<file path="src/design/cfm_pkg.sv">
// cfm_pkg: types, register codes and constants for the comms fault monitor.
// No dependencies; used by every other design file except cfm_stream_if and cfm_debounce.

package cfm_pkg;

    // Item fields on the tick channel
    typedef struct packed {
        logic       esc_rx;
        logic       bms_rx;
        logic       ble_rx;
        logic [7:0] motor_error;
        logic [7:0] motor_temp;
        logic [7:0] ctrl_temp;
        logic       vehicle_ready;
        logic       charging;
        logic       pack_warn_a;
        logic       pack_warn_b;
    } tick_item_t;

    localparam int unsigned FLAG_W = 13;

    // Item fields on the result channel
    typedef struct packed {
        logic [FLAG_W-1:0] fault_flags;
        logic              ble_reset;
    } result_t;

    // Configuration port
    localparam int unsigned CFG_IDX_W  = 3;
    localparam int unsigned CFG_DATA_W = 13;

    typedef enum logic [CFG_IDX_W-1:0] {
        CFG_ESC_TIMEOUT = 3'd0,
        CFG_BMS_TIMEOUT = 3'd1,
        CFG_BLE_TIMEOUT = 3'd2,
        CFG_BLE_RESET   = 3'd3,
        CFG_DEBOUNCE    = 3'd4,
        CFG_OVER_TEMP   = 3'd5,
        CFG_CTRL_TEMP   = 3'd6
    } cfg_index_t;

    typedef struct packed {
        logic [8:0]  esc_timeout_limit;
        logic [10:0] bms_timeout_limit;
        logic [12:0] ble_timeout_limit;
        logic [9:0]  ble_reset_count;
        logic [6:0]  debounce_count;
        logic [7:0]  over_temp_limit;
        logic [7:0]  ctrl_temp_limit;
    } cfg_t;

    localparam cfg_t CFG_RESET = '{
        esc_timeout_limit: 9'd300,
        bms_timeout_limit: 11'd500,
        ble_timeout_limit: 13'd300,
        ble_reset_count:   10'd1000,
        debounce_count:    7'd100,
        over_temp_limit:   8'd180,
        ctrl_temp_limit:   8'd135
    };

    // Silence counter saturation points
    localparam logic [8:0]  ESC_SAT = 9'd500;
    localparam logic [10:0] BMS_SAT = 11'd1500;
    localparam logic [12:0] BLE_SAT = 13'd7500;

    // Motor controller error codes
    localparam logic [7:0] CODE_PHASE_A = 8'd11;
    localparam logic [7:0] CODE_PHASE_B = 8'd13;
    localparam logic [7:0] CODE_PHASE_C = 8'd18;
    localparam logic [7:0] CODE_PHASE_D = 8'd24;
    localparam logic [7:0] CODE_HALL    = 8'd55;

    // Temperature readings that flag a bad sensor
    localparam logic [7:0] TEMP_BAD_A = 8'd253;
    localparam logic [7:0] TEMP_BAD_B = 8'd254;

    // Fault flag bit positions
    localparam int unsigned FB_ESC      = 0;
    localparam int unsigned FB_BMS      = 1;
    localparam int unsigned FB_BLE      = 2;
    localparam int unsigned FB_CODE_A   = 3;
    localparam int unsigned FB_CODE_B   = 4;
    localparam int unsigned FB_CODE_C   = 5;
    localparam int unsigned FB_CODE_D   = 6;
    localparam int unsigned FB_RDY_CHG  = 7;
    localparam int unsigned FB_HALL     = 8;
    localparam int unsigned FB_TSENSOR  = 9;
    localparam int unsigned FB_OVERTEMP = 10;
    localparam int unsigned FB_PACK     = 11;
    localparam int unsigned FB_CTRLTEMP = 12;

endpackage

</file>
<file path="src/design/cfm_stream_if.sv">
// cfm_stream_if: valid/ready channel carrying one item of a given payload type.
// Payload types come from cfm_pkg.

interface cfm_stream_if #(
    parameter type payload_t = logic
);
    logic     valid;
    logic     ready;
    payload_t data;

    modport source (output valid, output data, input ready);
    modport sink   (input valid, input data, output ready);
endinterface

</file>
<file path="src/design/comms_fault_monitor.sv">
// comms_fault_monitor: link timeout, motor code and debounced sensor fault monitor.
// Result path: accepted item into the input reg, then its result into the result reg.
// Throughput: one tick item per cycle while result_out is not stalled; the tick logic
// is a single short pass between the input register and the result register.
// Reset (rst_n low, async): counters and fault word cleared, registers at defaults.
// Depends on cfm_pkg, cfm_stream_if, cfm_cfg_regs, cfm_tick_core.

module comms_fault_monitor (
    input  logic                            clk,
    input  logic                            rst_n,
    cfm_stream_if.sink                      tick_in,
    cfm_stream_if.source                    result_out,
    input  logic                            cfg_we,
    input  logic [cfm_pkg::CFG_IDX_W-1:0]   cfg_index,
    input  logic [cfm_pkg::CFG_DATA_W-1:0]  cfg_wdata
);

    cfm_pkg::cfg_t       cfg;
    cfm_pkg::tick_item_t in_item_reg;
    cfm_pkg::result_t    out_data_reg;
    cfm_pkg::result_t    core_result;
    logic                in_valid_reg, in_valid_next;
    logic                out_valid_reg, out_valid_next;
    logic                out_load;

    cfm_cfg_regs u_cfg (
        .clk       (clk),
        .rst_n     (rst_n),
        .cfg_we    (cfg_we),
        .cfg_index (cfg_index),
        .cfg_wdata (cfg_wdata),
        .cfg       (cfg)
    );

    // The held item is processed (state commits) exactly when its result
    // moves into the result register, so items see state in order.
    assign out_load      = in_valid_reg && (!out_valid_reg || result_out.ready);
    assign tick_in.ready = !in_valid_reg || out_load;

    cfm_tick_core u_core (
        .clk     (clk),
        .rst_n   (rst_n),
        .process (out_load),
        .item    (in_item_reg),
        .cfg     (cfg),
        .result  (core_result)
    );

    always_comb
    begin
        in_valid_next = in_valid_reg;
        if (tick_in.ready)
        begin
            in_valid_next = tick_in.valid;
        end
        out_valid_next = out_valid_reg;
        if (out_load)
        begin
            out_valid_next = 1'b1;
        end
        else if (result_out.ready)
        begin
            out_valid_next = 1'b0;
        end
    end

    // Control
    always_ff @(posedge clk or negedge rst_n)
    begin
        if (!rst_n)
        begin
            in_valid_reg  <= 1'b0;
            out_valid_reg <= 1'b0;
        end
        else
        begin
            in_valid_reg  <= in_valid_next;
            out_valid_reg <= out_valid_next;
        end
    end

    // Payload, no reset
    always_ff @(posedge clk)
    begin
        if (tick_in.ready && tick_in.valid)
        begin
            in_item_reg <= tick_in.data;
        end
        if (out_load)
        begin
            out_data_reg <= core_result;
        end
    end

    assign result_out.valid = out_valid_reg;
    assign result_out.data  = out_data_reg;

endmodule

</file>
<file path="src/design/cfm_cfg_regs.sv">
// cfm_cfg_regs: configuration register file, write-only, reset to defaults.
// Depends on cfm_pkg.

module cfm_cfg_regs (
    input  logic                            clk,
    input  logic                            rst_n,
    input  logic                            cfg_we,
    input  logic [cfm_pkg::CFG_IDX_W-1:0]   cfg_index,
    input  logic [cfm_pkg::CFG_DATA_W-1:0]  cfg_wdata,
    output cfm_pkg::cfg_t                   cfg
);

    cfm_pkg::cfg_t cfg_reg;
    cfm_pkg::cfg_t cfg_next;

    always_comb
    begin
        cfg_next = cfg_reg;
        if (cfg_we)
        begin
            unique case (cfg_index)
                cfm_pkg::CFG_ESC_TIMEOUT: cfg_next.esc_timeout_limit = cfg_wdata[8:0];
                cfm_pkg::CFG_BMS_TIMEOUT: cfg_next.bms_timeout_limit = cfg_wdata[10:0];
                cfm_pkg::CFG_BLE_TIMEOUT: cfg_next.ble_timeout_limit = cfg_wdata[12:0];
                cfm_pkg::CFG_BLE_RESET:   cfg_next.ble_reset_count   = cfg_wdata[9:0];
                cfm_pkg::CFG_DEBOUNCE:    cfg_next.debounce_count    = cfg_wdata[6:0];
                cfm_pkg::CFG_OVER_TEMP:   cfg_next.over_temp_limit   = cfg_wdata[7:0];
                cfm_pkg::CFG_CTRL_TEMP:   cfg_next.ctrl_temp_limit   = cfg_wdata[7:0];
                default:                  cfg_next = cfg_reg;  // unused index
            endcase
        end
    end

    always_ff @(posedge clk or negedge rst_n)
    begin
        if (!rst_n)
        begin
            cfg_reg <= cfm_pkg::CFG_RESET;
        end
        else
        begin
            cfg_reg <= cfg_next;
        end
    end

    assign cfg = cfg_reg;

endmodule

</file>
<file path="src/design/cfm_debounce.sv">
// cfm_debounce: 7-bit wrapping debounce counter; fire when the count is reached.
// Depends on nothing outside this file.

module cfm_debounce (
    input  logic       clk,
    input  logic       rst_n,
    input  logic       step,
    input  logic [6:0] limit,
    output logic       fire
);

    logic [6:0] count_reg;
    logic [6:0] count_next;
    logic [6:0] count_inc;

    assign count_inc = count_reg + 7'd1;
    assign fire      = (count_inc >= limit);

    always_comb
    begin
        count_next = count_reg;
        if (step)
        begin
            count_next = fire ? 7'd0 : count_inc;
        end
    end

    always_ff @(posedge clk or negedge rst_n)
    begin
        if (!rst_n)
        begin
            count_reg <= 7'd0;
        end
        else
        begin
            count_reg <= count_next;
        end
    end

endmodule

</file>
<file path="src/design/cfm_tick_core.sv">
// cfm_tick_core: per-tick state (silence counters, watchdog, fault word) and
// the fault logic. Depends on cfm_pkg and cfm_debounce.

module cfm_tick_core (
    input  logic                 clk,
    input  logic                 rst_n,
    input  logic                 process,
    input  cfm_pkg::tick_item_t  item,
    input  cfm_pkg::cfg_t        cfg,
    output cfm_pkg::result_t     result
);

    logic [8:0]  esc_sil_reg, esc_sil_next, esc_clr, esc_inc;
    logic [10:0] bms_sil_reg, bms_sil_next, bms_clr, bms_inc;
    logic [12:0] ble_sil_reg, ble_sil_next, ble_clr, ble_inc;
    logic [9:0]  dead_reg, dead_next, dead_inc;
    logic [cfm_pkg::FLAG_W-1:0] fault_reg, fault_next;

    logic ble_hit, pulse;
    logic sensor_err, ot_cond, pw_cond, ct_cond;
    logic ts_fire, ot_fire, pw_fire, ct_fire;

    // Condition decode
    assign sensor_err = (item.motor_temp == cfm_pkg::TEMP_BAD_A) ||
                        (item.motor_temp == cfm_pkg::TEMP_BAD_B);
    assign ot_cond    = !sensor_err && (item.motor_temp > cfg.over_temp_limit);
    assign pw_cond    = item.pack_warn_a && item.pack_warn_b;
    assign ct_cond    = (item.ctrl_temp > cfg.ctrl_temp_limit) &&
                        (item.ctrl_temp != cfm_pkg::TEMP_BAD_A) &&
                        (item.ctrl_temp != cfm_pkg::TEMP_BAD_B);

    cfm_debounce u_db_tsensor (
        .clk   (clk),
        .rst_n (rst_n),
        .step  (process && sensor_err),
        .limit (cfg.debounce_count),
        .fire  (ts_fire)
    );

    cfm_debounce u_db_overtemp (
        .clk   (clk),
        .rst_n (rst_n),
        .step  (process && ot_cond),
        .limit (cfg.debounce_count),
        .fire  (ot_fire)
    );

    cfm_debounce u_db_pack (
        .clk   (clk),
        .rst_n (rst_n),
        .step  (process && pw_cond),
        .limit (cfg.debounce_count),
        .fire  (pw_fire)
    );

    cfm_debounce u_db_ctrltemp (
        .clk   (clk),
        .rst_n (rst_n),
        .step  (process && ct_cond),
        .limit (cfg.debounce_count),
        .fire  (ct_fire)
    );

    // Silence counters: clear on frame, then count up to saturation
    always_comb
    begin
        esc_clr = item.esc_rx ? 9'd0  : esc_sil_reg;
        bms_clr = item.bms_rx ? 11'd0 : bms_sil_reg;
        ble_clr = item.ble_rx ? 13'd0 : ble_sil_reg;
        esc_inc = (esc_clr < cfm_pkg::ESC_SAT) ? esc_clr + 9'd1  : esc_clr;
        bms_inc = (bms_clr < cfm_pkg::BMS_SAT) ? bms_clr + 11'd1 : bms_clr;
        ble_inc = (ble_clr < cfm_pkg::BLE_SAT) ? ble_clr + 13'd1 : ble_clr;
    end

    // Wireless dead-link watchdog
    always_comb
    begin
        ble_hit      = (ble_inc >= cfg.ble_timeout_limit);
        dead_inc     = dead_reg + 10'd1;
        pulse        = 1'b0;
        dead_next    = 10'd0;
        ble_sil_next = ble_inc;
        if (ble_hit)
        begin
            if (dead_inc >= cfg.ble_reset_count)
            begin
                pulse        = 1'b1;
                ble_sil_next = 13'd0;
            end
            else
            begin
                dead_next = dead_inc;
            end
        end
        esc_sil_next = esc_inc;
        bms_sil_next = bms_inc;
    end

    // Fault word
    always_comb
    begin
        fault_next = fault_reg;
        fault_next[cfm_pkg::FB_ESC]     = (esc_inc >= cfg.esc_timeout_limit);
        fault_next[cfm_pkg::FB_BMS]     = (bms_inc >= cfg.bms_timeout_limit);
        fault_next[cfm_pkg::FB_BLE]     = ble_hit;
        fault_next[cfm_pkg::FB_CODE_A]  = (item.motor_error == cfm_pkg::CODE_PHASE_A);
        fault_next[cfm_pkg::FB_CODE_B]  = (item.motor_error == cfm_pkg::CODE_PHASE_B);
        fault_next[cfm_pkg::FB_CODE_C]  = (item.motor_error == cfm_pkg::CODE_PHASE_C);
        fault_next[cfm_pkg::FB_CODE_D]  = (item.motor_error == cfm_pkg::CODE_PHASE_D);
        fault_next[cfm_pkg::FB_RDY_CHG] = item.vehicle_ready && item.charging;
        fault_next[cfm_pkg::FB_HALL]    = (item.motor_error == cfm_pkg::CODE_HALL);
        // sensor error freezes the over-temperature path
        if (sensor_err)
        begin
            fault_next[cfm_pkg::FB_TSENSOR] = fault_reg[cfm_pkg::FB_TSENSOR] | ts_fire;
        end
        else
        begin
            fault_next[cfm_pkg::FB_TSENSOR]  = 1'b0;
            fault_next[cfm_pkg::FB_OVERTEMP] = ot_cond &&
                                               (fault_reg[cfm_pkg::FB_OVERTEMP] | ot_fire);
        end
        fault_next[cfm_pkg::FB_PACK]     = pw_cond && (fault_reg[cfm_pkg::FB_PACK] | pw_fire);
        fault_next[cfm_pkg::FB_CTRLTEMP] = ct_cond &&
                                           (fault_reg[cfm_pkg::FB_CTRLTEMP] | ct_fire);
    end

    always_ff @(posedge clk or negedge rst_n)
    begin
        if (!rst_n)
        begin
            esc_sil_reg <= 9'd0;
            bms_sil_reg <= 11'd0;
            ble_sil_reg <= 13'd0;
            dead_reg    <= 10'd0;
            fault_reg   <= '0;
        end
        else if (process)
        begin
            esc_sil_reg <= esc_sil_next;
            bms_sil_reg <= bms_sil_next;
            ble_sil_reg <= ble_sil_next;
            dead_reg    <= dead_next;
            fault_reg   <= fault_next;
        end
    end

    assign result.fault_flags = fault_next;
    assign result.ble_reset   = pulse;

endmodule

</file>
<file path="src/flat_wrapper.sv">
// flat-port wrapper written by rule: the top's interface ports become plain ports
module comms_fault_monitor_flat 
  (clk, rst_n, cfg_we, cfg_index, cfg_wdata, tick_in_valid, tick_in_data, tick_in_ready, result_out_valid, result_out_data, result_out_ready);
  cfm_stream_if tick_in_i ();
  cfm_stream_if result_out_i ();
  input  logic clk;
  input  logic rst_n;
  input  logic cfg_we;
  input  logic [cfm_pkg::CFG_IDX_W-1:0] cfg_index;
  input  logic [cfm_pkg::CFG_DATA_W-1:0] cfg_wdata;
  input wire logic [$bits(tick_in_i.valid)-1:0] tick_in_valid;
  input wire logic [$bits(tick_in_i.data)-1:0] tick_in_data;
  output wire logic [$bits(tick_in_i.ready)-1:0] tick_in_ready;
  output wire logic [$bits(result_out_i.valid)-1:0] result_out_valid;
  output wire logic [$bits(result_out_i.data)-1:0] result_out_data;
  input wire logic [$bits(result_out_i.ready)-1:0] result_out_ready;
  assign tick_in_i.valid = tick_in_valid;
  assign tick_in_i.data = tick_in_data;
  assign tick_in_ready = tick_in_i.ready;
  assign result_out_valid = result_out_i.valid;
  assign result_out_data = result_out_i.data;
  assign result_out_i.ready = result_out_ready;
  comms_fault_monitor u_core (.clk(clk), .rst_n(rst_n), .tick_in(tick_in_i), .result_out(result_out_i), .cfg_we(cfg_we), .cfg_index(cfg_index), .cfg_wdata(cfg_wdata));
endmodule
</file>
<file path="config.mk">
export PLATFORM = sky130hd
export DESIGN_NAME = comms_fault_monitor_flat
export DESIGN_NICKNAME = d
export VERILOG_FILES = /design/src/design/cfm_pkg.sv /design/src/design/cfm_stream_if.sv /design/src/design/comms_fault_monitor.sv /design/src/design/cfm_cfg_regs.sv /design/src/design/cfm_debounce.sv /design/src/design/cfm_tick_core.sv /design/src/flat_wrapper.sv
export SDC_FILE = /design/constraint.sdc
export NUM_CORES = 1
export LEC_CHECK = 0
export ABC_CLOCK_PERIOD_IN_PS = 4300
export BUFFER_PORTS_ARGS = -buffer_cell sky130_fd_sc_hd__buf_2
export CORE_MARGIN = 2
export CORE_UTILIZATION = 25
export CTS_CLUSTER_DIAMETER = 50
export DETAILED_ROUTE_END_ITERATION = 8
export PLACE_DENSITY = 0.5
export SLEW_MARGIN = 25
export SYNTH_ARGS = -nofsm -noshare
export SYNTH_HDL_FRONTEND = slang
export SYNTH_SLANG_ARGS = --single-unit
</file>
<file path="constraint.sdc">
create_clock -name clk -period 4.3 [get_ports clk]
set_clock_uncertainty 0.2 [all_clocks]
set_input_delay 0.86 -clock clk [delete_from_list [all_inputs] [get_ports clk]]
set_output_delay 0.86 -clock clk [all_outputs]
set_load 0.005 [all_outputs]
</file>
# After elaboration in Yosys (flattened, before gate mapping)
# Cells that the tools add are included.
# totals
inputBits	22
ram_bits	0
memories	0
romBits	0
regBits	49
latchBits	0
elab_cells	30
out_inout_bits	3
# classes
addsub	2
n_div	0
mux	8
order_cmp	3
bitwise_logic	0
n_mul	0
n_eq_ne	2
reduce_logical	8
n_shift	0
# ops
operator	n
2-to-1 mux 13 bit	3
2-to-1 mux 10 bit	2
adder 13 x 1 -> 13 bit (second input constant)	1
>= comparator 13 bit	1
less-than comparator 13 bit (second input constant)	1
adder 10 x 1 -> 10 bit (second input constant)	1
>= comparator 10 bit	1
equality test 3 x 2 -> 1 bit (second input constant)	2
AND reduction 2 bit	2
2-to-1 mux 1 bit	3
zero test 1 bit	2
logical OR 1 bit	2
nonzero test 2 bit	1
logical AND 1 bit	1

# Longest topological paths before layout
# Gate-level depths: netlist (run 1).
# depth
word_depth	4
ltp_mapped	15
ltp_nobuf	13

# Hierarchy
# From an unflattened synthesis (run 1), not the netlist that was laid out.
# hier_totals
hier_cells	983
area_unflattened_um2	9790.6
# modules_own_cells
module	cells_per_inst	seq_area_each_um2	n_inst	area_each_um2
cfm_tick_core	583	1176.1	1	4729.5
cfm_cfg_regs	145	1690.4	1	2551.2
cfm_debounce	61	175.2	4	585.6
comms_fault_monitor	11	110.1	1	167.7

# Least setup slack after synthesis (run 1)
# OpenSTA, ideal clock, no wires.
# synth_path
path_type	flip-flop to flip-flop
start	reg u_core.u_core.ble_sil_reg[8]
end	reg u_core.u_core.ble_sil_reg[8]
path_stages_with_launch	13
setup_slack_ps	565
n_path_buf	3
required_time_ps	3962
setup_ps	138
period_less_slack_ps	3735
arrival_ps	3397
cell_sequence	dfrtp_1 o2111a_2 or4_4 buf_6 or3b_4 xnor2_1 ha_1 nand4_1 o31a_1 clkbuf_1 nor3_1 clkbuf_1 o21ai_0
# synth_between
elab_chain_cells	4
word_cells_on_any_way	6
classes_between	add/sub (1); order compare (2); mux (3)
# synth_lines
item	line	source
start: declaration	cfm_tick_core.sv:15	logic [12:0] ble_sil_reg, ble_sil_next, ble_clr, ble_inc;
start signal: assignment	cfm_tick_core.sv:142	ble_sil_reg <= ble_sil_next;
adder 13 x 1 -> 13 bit or less-than comparator 13 bit (tied branches)	cfm_tick_core.sv:72	ble_inc = (ble_clr < cfm_pkg::BLE_SAT) ? ble_clr + 13'd1 : ble_clr;
2-to-1 mux 13 bit *	cfm_tick_core.sv:72	
>= comparator 13 bit or 2-to-1 mux 13 bit (tied branches)	cfm_tick_core.sv:78, cfm_tick_core.sv:85	
2-to-1 mux 13 bit *	cfm_tick_core.sv:83	if (ble_hit)
# Mark *: on every way between the ends. The rest lies on a longest branch, timed or not.
# A chain may end at the register's enable or synchronous reset.

# Worst setup path after layout (run 1)
# layout_path
start	reg u_core.u_core.ble_sil_reg[8]
end	reg u_core.u_core.ble_sil_reg[7]
# Same word-level chain as after synthesis.

==> summary.md, run 1 <==
| Metric | Value |
|---|---|
| Root buffer cell | clkbuf_16 |
| WS Path Type | flop to flop |
| Synth Warn # | 0 |
| Max-Slew Margin vs Limit | 40.2% |
| Post-Synthesis Cells | 322 |
| Worst setup SP type | flop |
| Final setup fails | 0 |
| Core ar. | 0.0115 mm^2 |
| Die X | 113 um |
| Total track usage | 11.2% |
| Worst min-delay path class | flop to flop |
| Leakage Power | 1.55 nW |
| Dpl hpwl | 4940 um |
| Synth area leader | dfrtp_1 |
| Mapped cell area | 0.00297 mm^2 |
| Crit-path cells | o2111a_2 -> or4_4 -> or3b_4 -> xnor2_1 -> ha_1 -> nand4_1 -> o31a_1 -> nor3_1 -> buf_4 -> o21ai_0 |
| Die footprint | 0.0128 mm^2 |
| Layout cell share with drive strength beyond 1 | 18.9% |
| Yosys top cell area share | 32.0% |
| Pwr per Cell Area | 407 mW/mm^2 |
| TritonCTS clock tree | done |
| Ant diodes | 0 |
| Iter 0 DRT Violations | 148 |
| Vias | 2,282 |
| Crit share post-route | 93.1% |
| Max-cap violations | 0 |
| Final WL | 6440 um |
| RSZ-0062 raised after global routing | no |
| Synth top cells by count | 56 x nand2_1, 38 x dfrtp_1, 33 x o21ai_0 |
| Post-synth top flop | dfrtp_1 |
| Critical path startpoint | u_core.u_core.ble_sil_reg[8]$_DFFE_PN0P_ |
| PortBufs | 23 |
| Critical Path RT | 4270 ps |
| TritonCTS Buffers | 5 |
| Max reg flops | 23 |
| Clock transition at path regs | 70 ps |
| Util after Layout | 29.8% |
| Routed length per instance | 13.1 um |
| Std cell rows | 39 |
| # H-tree levels | 2 |
| Post-CTS setup buffer count | 0 |
| Area growth from synthesis to layout | 15.3% |
| Nature of the critical path endpoint | flop |
| Final Max Slew Viols | 0 |
| CP max stage cell | nor3_1 |
| FF-to-FF path depth | 10 |
| Count leader, synth | nand2_1 |
| Worst path max stage delay | 600 ps |
| Nets | 395 |
| CTS Hold Bufs | 0 |
| Tightest Pin Transition | 897 ps |
| Drt pass-1 iters | 6 |
| Resized Gates After CTS | 0 |
| Largest net degree at the start of global routing | 39 |
| Via/cell ratio | 4.64 |
| Clock Path Buffers | 2 |
| Syn_nets | 369 |
| Status | finished, violations left |
| Critical path capture point | u_core.u_core.ble_sil_reg[7]$_DFFE_PN0P_ |
| Min Hold Slack | 298 ps |
| I/O pins | 25 |
| Failing checks | DRC |
| Count of cell types in the netlist | 46 |
| Initial core utilization | 25.8% |
| Worst-Skew Late Latency | 300 ps |
| Post-route setup TNS | 0 ps |
| First-pass GRT wire length | 11,500 um |
| Syn avg cell area | 9.24 um^2 |
| Initial antenna violation count | 0 |
| Fraction of registers with async set/reset | 98.0% |
| Vias in the first global route | 2,444 |
| Post-synthesis sequential area ratio | 41.8% |
| FMAX | 250 MHz |
| Worst-path fanout max | 7 |
| VDD IR max | 142 uV |
| Final GP Congestion | 0.783 |
| Worst r2r src | u_core.u_core.ble_sil_reg[8]$_DFFE_PN0P_ |
| Die extent in y | 113 um |
| Sink Count | 49 |
| Final hold viol count | 0 |
| DRT antenna net count | 0 |
| Min Tclk post-route | 4000 ps |
| Total gr overflow | 0 |
| Worst reg2reg path endpoint | u_core.u_core.ble_sil_reg[7]$_DFFE_PN0P_ |
| Seq cells post-synth | 49 |
| Post-synth EDFFs | 1 |
| Arrival @ worst endpoint | 3980 ps |
| Reg-to-reg slack, setup | 300 ps |
| Area contributors post-synth | dfrtp_1 32%, ha_1 11%, dfstp_2 8.8%, nand2_1 7.1%, o21ai_0 5.6% |
| Residual DRC count | 2 |
-- critical path, delay by kind of cell, from the launching register on --
family | cells | cell delay, ps
flip-flops | 1 | 450
AND/OR/NAND/NOR | 4 | 1760
buffers and inverters | 1 | 280
XOR/XNOR | 1 | 140
adder cells (fa/ha/maj) | 1 | 290
AO/OA/AOI/OAI | 3 | 760
-- worst min-delay path by stage --
stage,slack (ps),startpoint,cells after the start,end
2_1_floorplan,260,u_core.in_valid_reg$_DFFE_PN0P_,1,u_core.result_out.valid$_DFFE_PN0P_
3_3_place_gp,280,u_core.in_valid_reg$_DFFE_PN0P_,1,u_core.result_out.valid$_DFFE_PN0P_
3_5_place_dp,290,u_core.in_valid_reg$_DFFE_PN0P_,1,u_core.result_out.valid$_DFFE_PN0P_
4_1_cts,300,u_core.in_valid_reg$_DFFE_PN0P_,1,u_core.result_out.valid$_DFFE_PN0P_
5_1_grt,330,u_core.u_cfg.cfg[36]$_DFFE_PN1P_,2,u_core.u_cfg.cfg[36]$_DFFE_PN1P_
6_report,300,u_core.in_valid_reg$_DFFE_PN0P_,1,u_core.result_out.valid$_DFFE_PN0P_
-- layer usage --
metal | share of wire, % | GRT usage (%) | up-vias | wire (um)
li1 | - | - | 1166 | -
met1 | 48 | 14.0 | 1088 | 3070
met2 | 48 | 18.8 | 20 | 3090
met3 | 2.6 | 2.68 | 8 | 170
met4 | 1.8 | 3.90 | 0 | 117
met5 | 0 | 0 | - | 0
-- cell type report --
type	count	area (um^2)
clock inverter	1	6.26
fill	1226	8090
tap	143	179
clock buffer	7	143
multi-input combinational	237	1600
sequential	49	1240
inverter	26	97.6
timing repair buffer	29	160
-- through the flow --
step	instance area, um^2	power, mW	setup slack, ps	instances
CTS	3430	1.42	317	492
detailed placement	3280	1.00	335	484
global route	3430	1.51	99.2	492
global placement	3280	0.989	327	484
floorplan	2970	0.885	565	322
finish	3430	1.40	296	492
-- cell families after synthesis --
kind of cell    Yosys count  synth area share, %
buf+inv                  36                 4.92
compound gates           71                 14.5
flops                    49                 41.8
fa+ha+maj                25                 10.5
xor+xnor                 23                 6.77
mux                      12                 4.54
simple gates            106                 17.0
-- power breakdown --
group	leakage [nW]	switching, mW	total [mW]	internal, mW
Clock	0.0744	0.177	0.409	0.233
Combinational	0.876	0.203	0.369	0.167
Sequential	0.601	0.0634	0.617	0.554
-- placed cells by master (no fill, tap or decap), types with 4 or more instances in the layout --
cell type / synthesis / final
clkbuf_16: 0 / 5
nor2_1: 12 / 12
o31ai_1: 5 / 5
nand2b_1: 5 / 5
a21oi_1: 11 / 11
buf_2: 0 / 23
o21ai_0: 33 / 33
xor2_1: 8 / 8
dfstp_2: 10 / 10
dfrtp_1: 38 / 38
ha_1: 25 / 25
nand3_1: 10 / 10
xnor2_1: 15 / 15
nand2_1: 56 / 56
o22ai_1: 4 / 4
inv_1: 26 / 26
mux2_2: 12 / 12
buf_4: 1 / 6
(Power assumes the default switching activity.)
==> inputs of run 2 (changes only) <==
--- a/config.mk
+++ b/config.mk
@@ -5,7 +5,7 @@
 export SDC_FILE = /design/constraint.sdc
 export NUM_CORES = 1
 export LEC_CHECK = 0
-export ABC_CLOCK_PERIOD_IN_PS = 4300
+export ABC_CLOCK_PERIOD_IN_PS = 4900
 export BUFFER_PORTS_ARGS = -buffer_cell sky130_fd_sc_hd__buf_2
 export CORE_MARGIN = 2
 export CORE_UTILIZATION = 25
==> constraint.sdc (replaced) <==
create_clock -name clk -period 4.9 [get_ports clk]
set_clock_uncertainty 0.2 [all_clocks]
set_input_delay 0.98 -clock clk [delete_from_list [all_inputs] [get_ports clk]]
set_output_delay 0.98 -clock clk [all_outputs]
set_load 0.005 [all_outputs]
==> run 2 against run 1 <==
Against the previous run: the flow still finishes with violations (DRC); final cell count decreased by 0.61%; combinational power decreased by 13%; routed wire length decreased by 0.34%; fmax decreased by 0.17%; hold slack got worse by 2.3 ps; sequential share of layout area increased by 0.27 points; sequential power decreased by 12%; clock-buffer cell count increased by 1; register-to-register slack improved by 590 ps; highest routed layer unchanged; sequential cell count unchanged.
==> summary.md, run 2 (synthesis gave the netlist of run 1 again) <==
| Metric | Value |
|---|---|
| Status | finished, violations left (unchanged) |
| Failing checks | DRC (unchanged) |
| Residual DRC count | 2 (unchanged) |
| Resized Gates After CTS | 0 (unchanged) |
| Power, Total | 1.21 mW (was 1.40 mW) |
| Vias in the first global route | 2,394 (was 2,444) |
| I/O pins | 25 (unchanged) |
| FMAX | 249 MHz (was 250 MHz) |
| Final design instance area without fill | 0.00340 mm^2 (was 0.00343 mm^2) |
| TritonCTS clock tree | done (unchanged) |
| Post-Place Worst Slack | 859 ps (was 335 ps) |
| Crit share post-route | 81.9% (was 93.1%) |
| VDD IR max | 142 uV (about the same) |
| Vias | 2,296 (was 2,282) |
| Commonest cells after routing, fill and taps aside | 56 x nand2_1, 38 x dfrtp_1, 33 x o21ai_0 (unchanged) |
| Std cell rows | 39 (unchanged) |
| Worst-path fanout max | 10 (was 7) |
| Area growth from synthesis to layout | 14.4% (was 15.3%) |
| Critical Path RT | 4860 ps (was 4270 ps) |
| Drt pass-1 iters | 6 (unchanged) |
| Min Tclk post-route | 4010 ps (was 4000 ps) |
| Routed wl met2 | 2960 um (was 3090 um) |
| Final setup fails | 0 (unchanged) |
| Routed length per instance | 13.1 um (about the same) |
| Clock Path Buffers | 2 (unchanged) |
| Max reg flops | 23 (unchanged) |
| Die footprint | 0.0128 mm^2 (unchanged) |
| Final worst slack | 889 ps (was 296 ps) |
| RSZ-0062 raised after global routing | no (unchanged) |
| Worst setup SP type | flop (unchanged) |
| Util after Layout | 29.6% (was 29.8%) |
| Initial antenna violation count | 0 (unchanged) |
| Most common cell after layout, fill and taps aside | nand2_1 (unchanged) |
| Core ar. | 0.0115 mm^2 (unchanged) |
| Clock transition at path regs | 60 ps (was 70 ps) |
| Post-route setup TNS | 0 ps (unchanged) |
| Die extent in y | 113 um (unchanged) |
| CP max stage cell | or4_4 (was nor3_1) |
| Final GP Congestion | 0.800 (was 0.783) |
| Total track usage | 11.2% (about the same) |
| Dpl hpwl | 4780 um (was 4940 um) |
| Die X | 113 um (unchanged) |
| Arrival @ worst endpoint | 3970 ps (was 3980 ps) |
| Final hold viol count | 0 (unchanged) |
| Layout cell share with drive strength beyond 1 | 17.9% (was 18.9%) |
| Uppermost layer routed | met4 (unchanged) |
| Ant diodes | 0 (unchanged) |
| Post-CTS setup buffer count | 0 (unchanged) |
| TritonCTS Buffers | 5 (unchanged) |
| PortBufs | 23 (unchanged) |
| Worst path max stage delay | 590 ps (was 600 ps) |
| WS Path Type | flop to flop (unchanged) |
| DRT antenna net count | 0 (unchanged) |
| Via/cell ratio | 4.70 (was 4.64) |
| Nets | 392 (was 395) |
| Root buffer cell | clkbuf_16 (unchanged) |
| Max-Slew Margin vs Limit | 47.4% (was 40.2%) |
| Max-cap violations | 0 (unchanged) |
| Initial core utilization | 25.8% (unchanged) |
| M1 wire length | 2990 um (was 3070 um) |
| # H-tree levels | 2 (unchanged) |
| Worst min-delay path class | flop to flop (unchanged) |
| Nature of the critical path endpoint | flop (unchanged) |
| Area post-placement | 0.00326 mm^2 (was 0.00328 mm^2) |
| Sink Count | 49 (unchanged) |
| First-pass GRT wire length | 11,300 um (was 11,500 um) |
| Total gr overflow | 0 (unchanged) |
| Pwr per Cell Area | 356 mW/mm^2 (was 407 mW/mm^2) |
| Iter 0 DRT Violations | 134 (was 148) |
| Leakage Power | 1.53 nW (was 1.55 nW) |
| Final WL | 6420 um (was 6440 um) |
| CTS Hold Bufs | 0 (unchanged) |
| Crit-path cells | o2111a_2 -> or4_4 -> or3b_4 -> xnor2_1 -> ha_1 -> nand4_1 -> o31a_1 -> nor3_1 -> buf_4 -> o21ai_0 (unchanged) |
| Final Max Slew Viols | 0 (unchanged) |
| Tightest Pin Transition | 787 ps (was 897 ps) |
| Met3 routed WL | 233 um (was 170 um) |
| Worst-Skew Late Latency | 290 ps (was 300 ps) |
| Largest net degree at the start of global routing | 49 (was 39) |
==> run 2: cell types whose count changed in the layout (fill, tap and decap cells not counted), sizes merged <==
cell / before / now
buf: 29 / 26
inv: 27 / 26
clkbuf: 7 / 8
==> run 2: worst max-delay path, delay by kind of cell, from the launching register on <==
kind	cells	cell delay [ps]
compound gates	3	890
xor+xnor	1	140
fa+ha+maj	1	290
buf+inv	1	260
flops	1	440
simple gates	4	1660
==> run 2: layout make-up <==
class	instances	area, um^2
Sequential cell	49	1240
Tap cell	143	179
Inverter	26	97.6
Timing Repair Buffer	26	138
Multi-Input combinational cell	237	1600
Clock buffer	8	146
Fill cell	1214	8110
==> run 2: worst paths after layout <==
kind                                                          startpoint                                         to  slack (ps)  depth (start not counted)
min in group asynchronous                                          rst_n           u_core.u_cfg.cfg[27]$_DFFE_PN0P_         600                          2
max in group asynchronous                                          rst_n  u_core.u_core.ble_sil_reg[10]$_DFFE_PN0P_        3490                          2
worst min-delay path                     u_core.in_valid_reg$_DFFE_PN0P_        u_core.result_out.valid$_DFFE_PN0P_         300                          1
worst min register to register           u_core.in_valid_reg$_DFFE_PN0P_        u_core.result_out.valid$_DFFE_PN0P_         300                          1
worst max-delay path            u_core.u_core.ble_sil_reg[8]$_DFFE_PN0P_   u_core.u_core.ble_sil_reg[7]$_DFFE_PN0P_         890                         10
worst max register to register  u_core.u_core.ble_sil_reg[8]$_DFFE_PN0P_   u_core.u_core.ble_sil_reg[7]$_DFFE_PN0P_         890                         10
==> run 2: where the power goes <==
part / switching, mW / leakage [nW] / internal, mW
logic: 0.178 / 0.862 / 0.142
clock network: 0.146 / 0.0712 / 0.204
registers: 0.0559 / 0.601 / 0.486
==> run 2: through the flow <==
| step | hold slack [ps] | std cells |
|---|---|---|
| 3_3_place_gp | 272 | 481 |
| 3_5_place_dp | 282 | 481 |
| 2_1_floorplan | 257 | 322 |
| 6_report | 296 | 489 |
| 5_1_grt | 330 | 489 |
| 4_1_cts | 299 | 489 |
==> run 2: metal layers <==
| layer | up-vias | track usage (%) |
|---|---|---|
| met5 | - | 0 |
| met4 | 0 | 5.85 |
| met3 | 16 | 2.79 |
| met2 | 37 | 18.4 |
| met1 | 1083 | 13.5 |
| li1 | 1160 | - |
==> inputs of run 3 (changes only) <==
--- a/config.mk
+++ b/config.mk
@@ -5,7 +5,7 @@
 export SDC_FILE = /design/constraint.sdc
 export NUM_CORES = 1
 export LEC_CHECK = 0
-export ABC_CLOCK_PERIOD_IN_PS = 4900
+export ABC_CLOCK_PERIOD_IN_PS = 4100
 export BUFFER_PORTS_ARGS = -buffer_cell sky130_fd_sc_hd__buf_2
 export CORE_MARGIN = 2
 export CORE_UTILIZATION = 25
==> constraint.sdc (replaced) <==
create_clock -name clk -period 4.1 [get_ports clk]
set_clock_uncertainty 0.2 [all_clocks]
set_input_delay 0.82 -clock clk [delete_from_list [all_inputs] [get_ports clk]]
set_output_delay 0.82 -clock clk [all_outputs]
set_load 0.005 [all_outputs]
==> run 3 against run 2 <==
Against the previous run: the run still ends with DRC left; core utilization grew 0.39 points; non-clock buffer count grew 5; via count shrank 0.83%; sequential power grew 19%; final cell count grew 1.0%; sequential cell count is the same; critical endpoint is now u_core.u_core.ble_sil_reg[6]$_DFFE_PN0P_; largest cell class unchanged; largest power group unchanged.
==> summary.md, run 3 (synthesis gave the netlist of run 1 again) <==
| Metric | Value |
|---|---|
| Area growth from synthesis to layout | 15.9% (was 14.4%) |
| Sequential share of power | 44.3% (was 44.7%) |
| Routed length per instance | 13.3 um (was 13.1 um) |
| FMAX | 267 MHz (was 249 MHz) |
| Vias | 2,277 (was 2,296) |
| Max-cap violations | 0 (unchanged) |
| Min Tclk post-route | 3750 ps (was 4010 ps) |
| Tightest Pin Transition | 645 ps (was 787 ps) |
| Final setup fails | 0 (unchanged) |
| CP bufs+invs | 1 (unchanged) |
| First-pass GRT wire length | 11,300 um (about the same) |
| Die X | 113 um (unchanged) |
| Worst Min Path Start | u_core.in_valid_reg$_DFFE_PN0P_ (unchanged) |
| Largest delay contributor family on the critical path | simple AND/OR/NAND/NOR gates (unchanged) |
| Layout cell share with drive strength beyond 1 | 19.4% (was 17.9%) |
| RSZ-0062 raised after global routing | no (unchanged) |
| Via/cell ratio | 4.61 (was 4.70) |
| DRT antenna net count | 0 (unchanged) |
| Status | finished, violations left (unchanged) |
| Crit share post-route | 91.4% (was 81.9%) |
| Commonest cells after routing, fill and taps aside | 56 x nand2_1, 38 x dfrtp_1, 33 x o21ai_0 (unchanged) |
| Ant diodes | 0 (unchanged) |
| Critical Path RT | 4060 ps (was 4860 ps) |
| Worst min-delay path class | flop to flop (unchanged) |
| Initial core utilization | 25.8% (unchanged) |
| Final Max Slew Viols | 0 (unchanged) |
| Iter 0 DRT Violations | 143 (was 134) |
| Most common cell after layout, fill and taps aside | nand2_1 (unchanged) |
| Max reg flops | 23 (unchanged) |
| Post-route setup TNS | 0 ps (unchanged) |
| CP max stage cell | or4_4 (unchanged) |
| Final hold viol count | 0 (unchanged) |
| Dpl hpwl | 4960 um (was 4780 um) |
| PortBufs | 23 (unchanged) |
| Post-CTS setup buffer count | 0 (unchanged) |
| Clock transition at path regs | 70 ps (was 60 ps) |
| WS Path Type | flop to flop (unchanged) |
| Total track usage | 11.0% (was 11.2%) |
| Int Power | 1.00 mW (was 832 uW) |
| Worst reg2reg path endpoint | u_core.u_core.ble_sil_reg[6]$_DFFE_PN0P_ (was u_core.u_core.ble_sil_reg[7]$_DFFE_PN0P_) |
| Total gr overflow | 0 (unchanged) |
| Psw | 460 uW (was 380 uW) |
| Clock share of power | 28.9% (about the same) |
| Core ar. | 0.0115 mm^2 (unchanged) |
| Worst setup SP type | flop (unchanged) |
| Drt pass-1 iters | 6 (unchanged) |
| Hold EP | u_core.result_out.valid$_DFFE_PN0P_ (unchanged) |
| Residual DRC count | 2 (unchanged) |
| Sink Count | 49 (unchanged) |
| Resized Gates After CTS | 0 (unchanged) |
| Crit-path cells | o2111a_2 -> or4_4 -> or3b_4 -> xnor2_1 -> ha_1 -> nand4_1 -> o31a_1 -> nor3_2 -> buf_4 -> o22ai_1 (was o2111a_2 -> or4_4 -> or3b_4 -> xnor2_1 -> ha_1 -> nand4_1 -> o31a_1 -> nor3_1 -> buf_4 -> o21ai_0) |
| Root buffer cell | clkbuf_16 (unchanged) |
| Leakage Power | 1.56 nW (was 1.53 nW) |
| CTS Hold Bufs | 0 (unchanged) |
| Hold Path Stages | 1 (unchanged) |
| # H-tree levels | 2 (unchanged) |
| Arrival @ worst endpoint | 3710 ps (was 3970 ps) |
| Worst path max stage delay | 590 ps (about the same) |
| Reg-to-reg slack, setup | 350 ps (was 890 ps) |
| Worst r2r src | u_core.u_core.ble_sil_reg[9]$_DFFE_PN0P_ (was u_core.u_core.ble_sil_reg[8]$_DFFE_PN0P_) |
| Nature of the critical path endpoint | flop (unchanged) |
| Final WL | 6580 um (was 6420 um) |
| Worst-Skew Late Latency | 290 ps (about the same) |
| Switching Fraction | 31.5% (was 31.4%) |
| Die extent in y | 113 um (unchanged) |
| FF-to-FF path depth | 10 (unchanged) |
| Std cell rows | 39 (unchanged) |
| Logic pwr share | 26.8% (was 26.4%) |
| Largest net degree at the start of global routing | 45 (was 49) |
| TritonCTS clock tree | done (unchanged) |
| Clock Path Buffers | 2 (unchanged) |
| Failing checks | DRC (unchanged) |
| I/O pins | 25 (unchanged) |
| Vias in the first global route | 2,360 (was 2,394) |
| TritonCTS Buffers | 5 (unchanged) |
| Worst-path fanout max | 7 (was 10) |
| Crit path depth | 10 (unchanged) |
| Pwr per Cell Area | 423 mW/mm^2 (was 356 mW/mm^2) |
| Final GP Congestion | 0.796 (was 0.800) |
| Die footprint | 0.0128 mm^2 (unchanged) |
| VDD IR max | 154 uV (was 142 uV) |
| Max-Slew Margin vs Limit | 56.5% (was 47.4%) |
| Initial antenna violation count | 0 (unchanged) |
| Util after Layout | 29.9% (was 29.6%) |
| Nets | 397 (was 392) |
| Filler cells | 1,216 (was 1,214) |
## run 3: worst max-delay path by stage
stage,from,to
after floorplan,u_core.u_core.ble_sil_reg[8]$_DFFE_PN0P_,u_core.u_core.ble_sil_reg[8]$_DFFE_PN0P_
after global placement,u_core.u_core.ble_sil_reg[9]$_DFFE_PN0P_,u_core.u_core.ble_sil_reg[6]$_DFFE_PN0P_
after detailed placement,u_core.u_core.ble_sil_reg[9]$_DFFE_PN0P_,u_core.u_core.ble_sil_reg[7]$_DFFE_PN0P_
after CTS,u_core.u_core.ble_sil_reg[9]$_DFFE_PN0P_,u_core.u_core.ble_sil_reg[8]$_DFFE_PN0P_
after global routing,u_core.u_core.ble_sil_reg[9]$_DFFE_PN0P_,u_core.u_core.dead_reg[8]$_DFFE_PN0P_
final,u_core.u_core.ble_sil_reg[9]$_DFFE_PN0P_,u_core.u_core.ble_sil_reg[6]$_DFFE_PN0P_
## run 3: final cells by class
class | instances | area, um^2 | share of cell area [%]
Inverter | 26 | 97.6 | 2.83
Timing Repair Buffer | 31 | 178 | 5.15
Clock buffer | 8 | 146 | 4.25
Sequential cell | 49 | 1240 | 36.1
Tap cell | 143 | 179 | 5.19
Multi-Input combinational cell | 237 | 1600 | 46.5
## run 3: layer usage
layer	GRT usage, %	part of all wire, %	up-vias
li1	-	-	1168
met1	14.5	48	1065
met2	18.0	47	34
met3	2.36	3.1	10
met4	3.58	1.8	0
met5	0	0	-
## run 3: power groups by stage
stage / Sequential (mW) / Clock, mW / Combinational, mW
detailed placement: 0.656 / 0 / 0.397
CTS: 0.647 / 0.435 / 0.400
finish: 0.647 / 0.422 / 0.391
floorplan: 0.639 / 0 / 0.289
global route: 0.660 / 0.451 / 0.457
global placement: 0.653 / 0 / 0.384
## run 3: per-stage QoR
step / hold slack (ps) / cell area (um^2) / cells / power [mW] / worst slack [ps]
floorplan: 257 / 2970 / 322 / 0.928 / 365
global placement: 272 / 3290 / 486 / 1.04 / 181
detailed placement: 281 / 3300 / 486 / 1.05 / 179
CTS: 295 / 3440 / 494 / 1.48 / 167
global route: 332 / 3450 / 494 / 1.57 / 160
finish: 289 / 3450 / 494 / 1.46 / 354
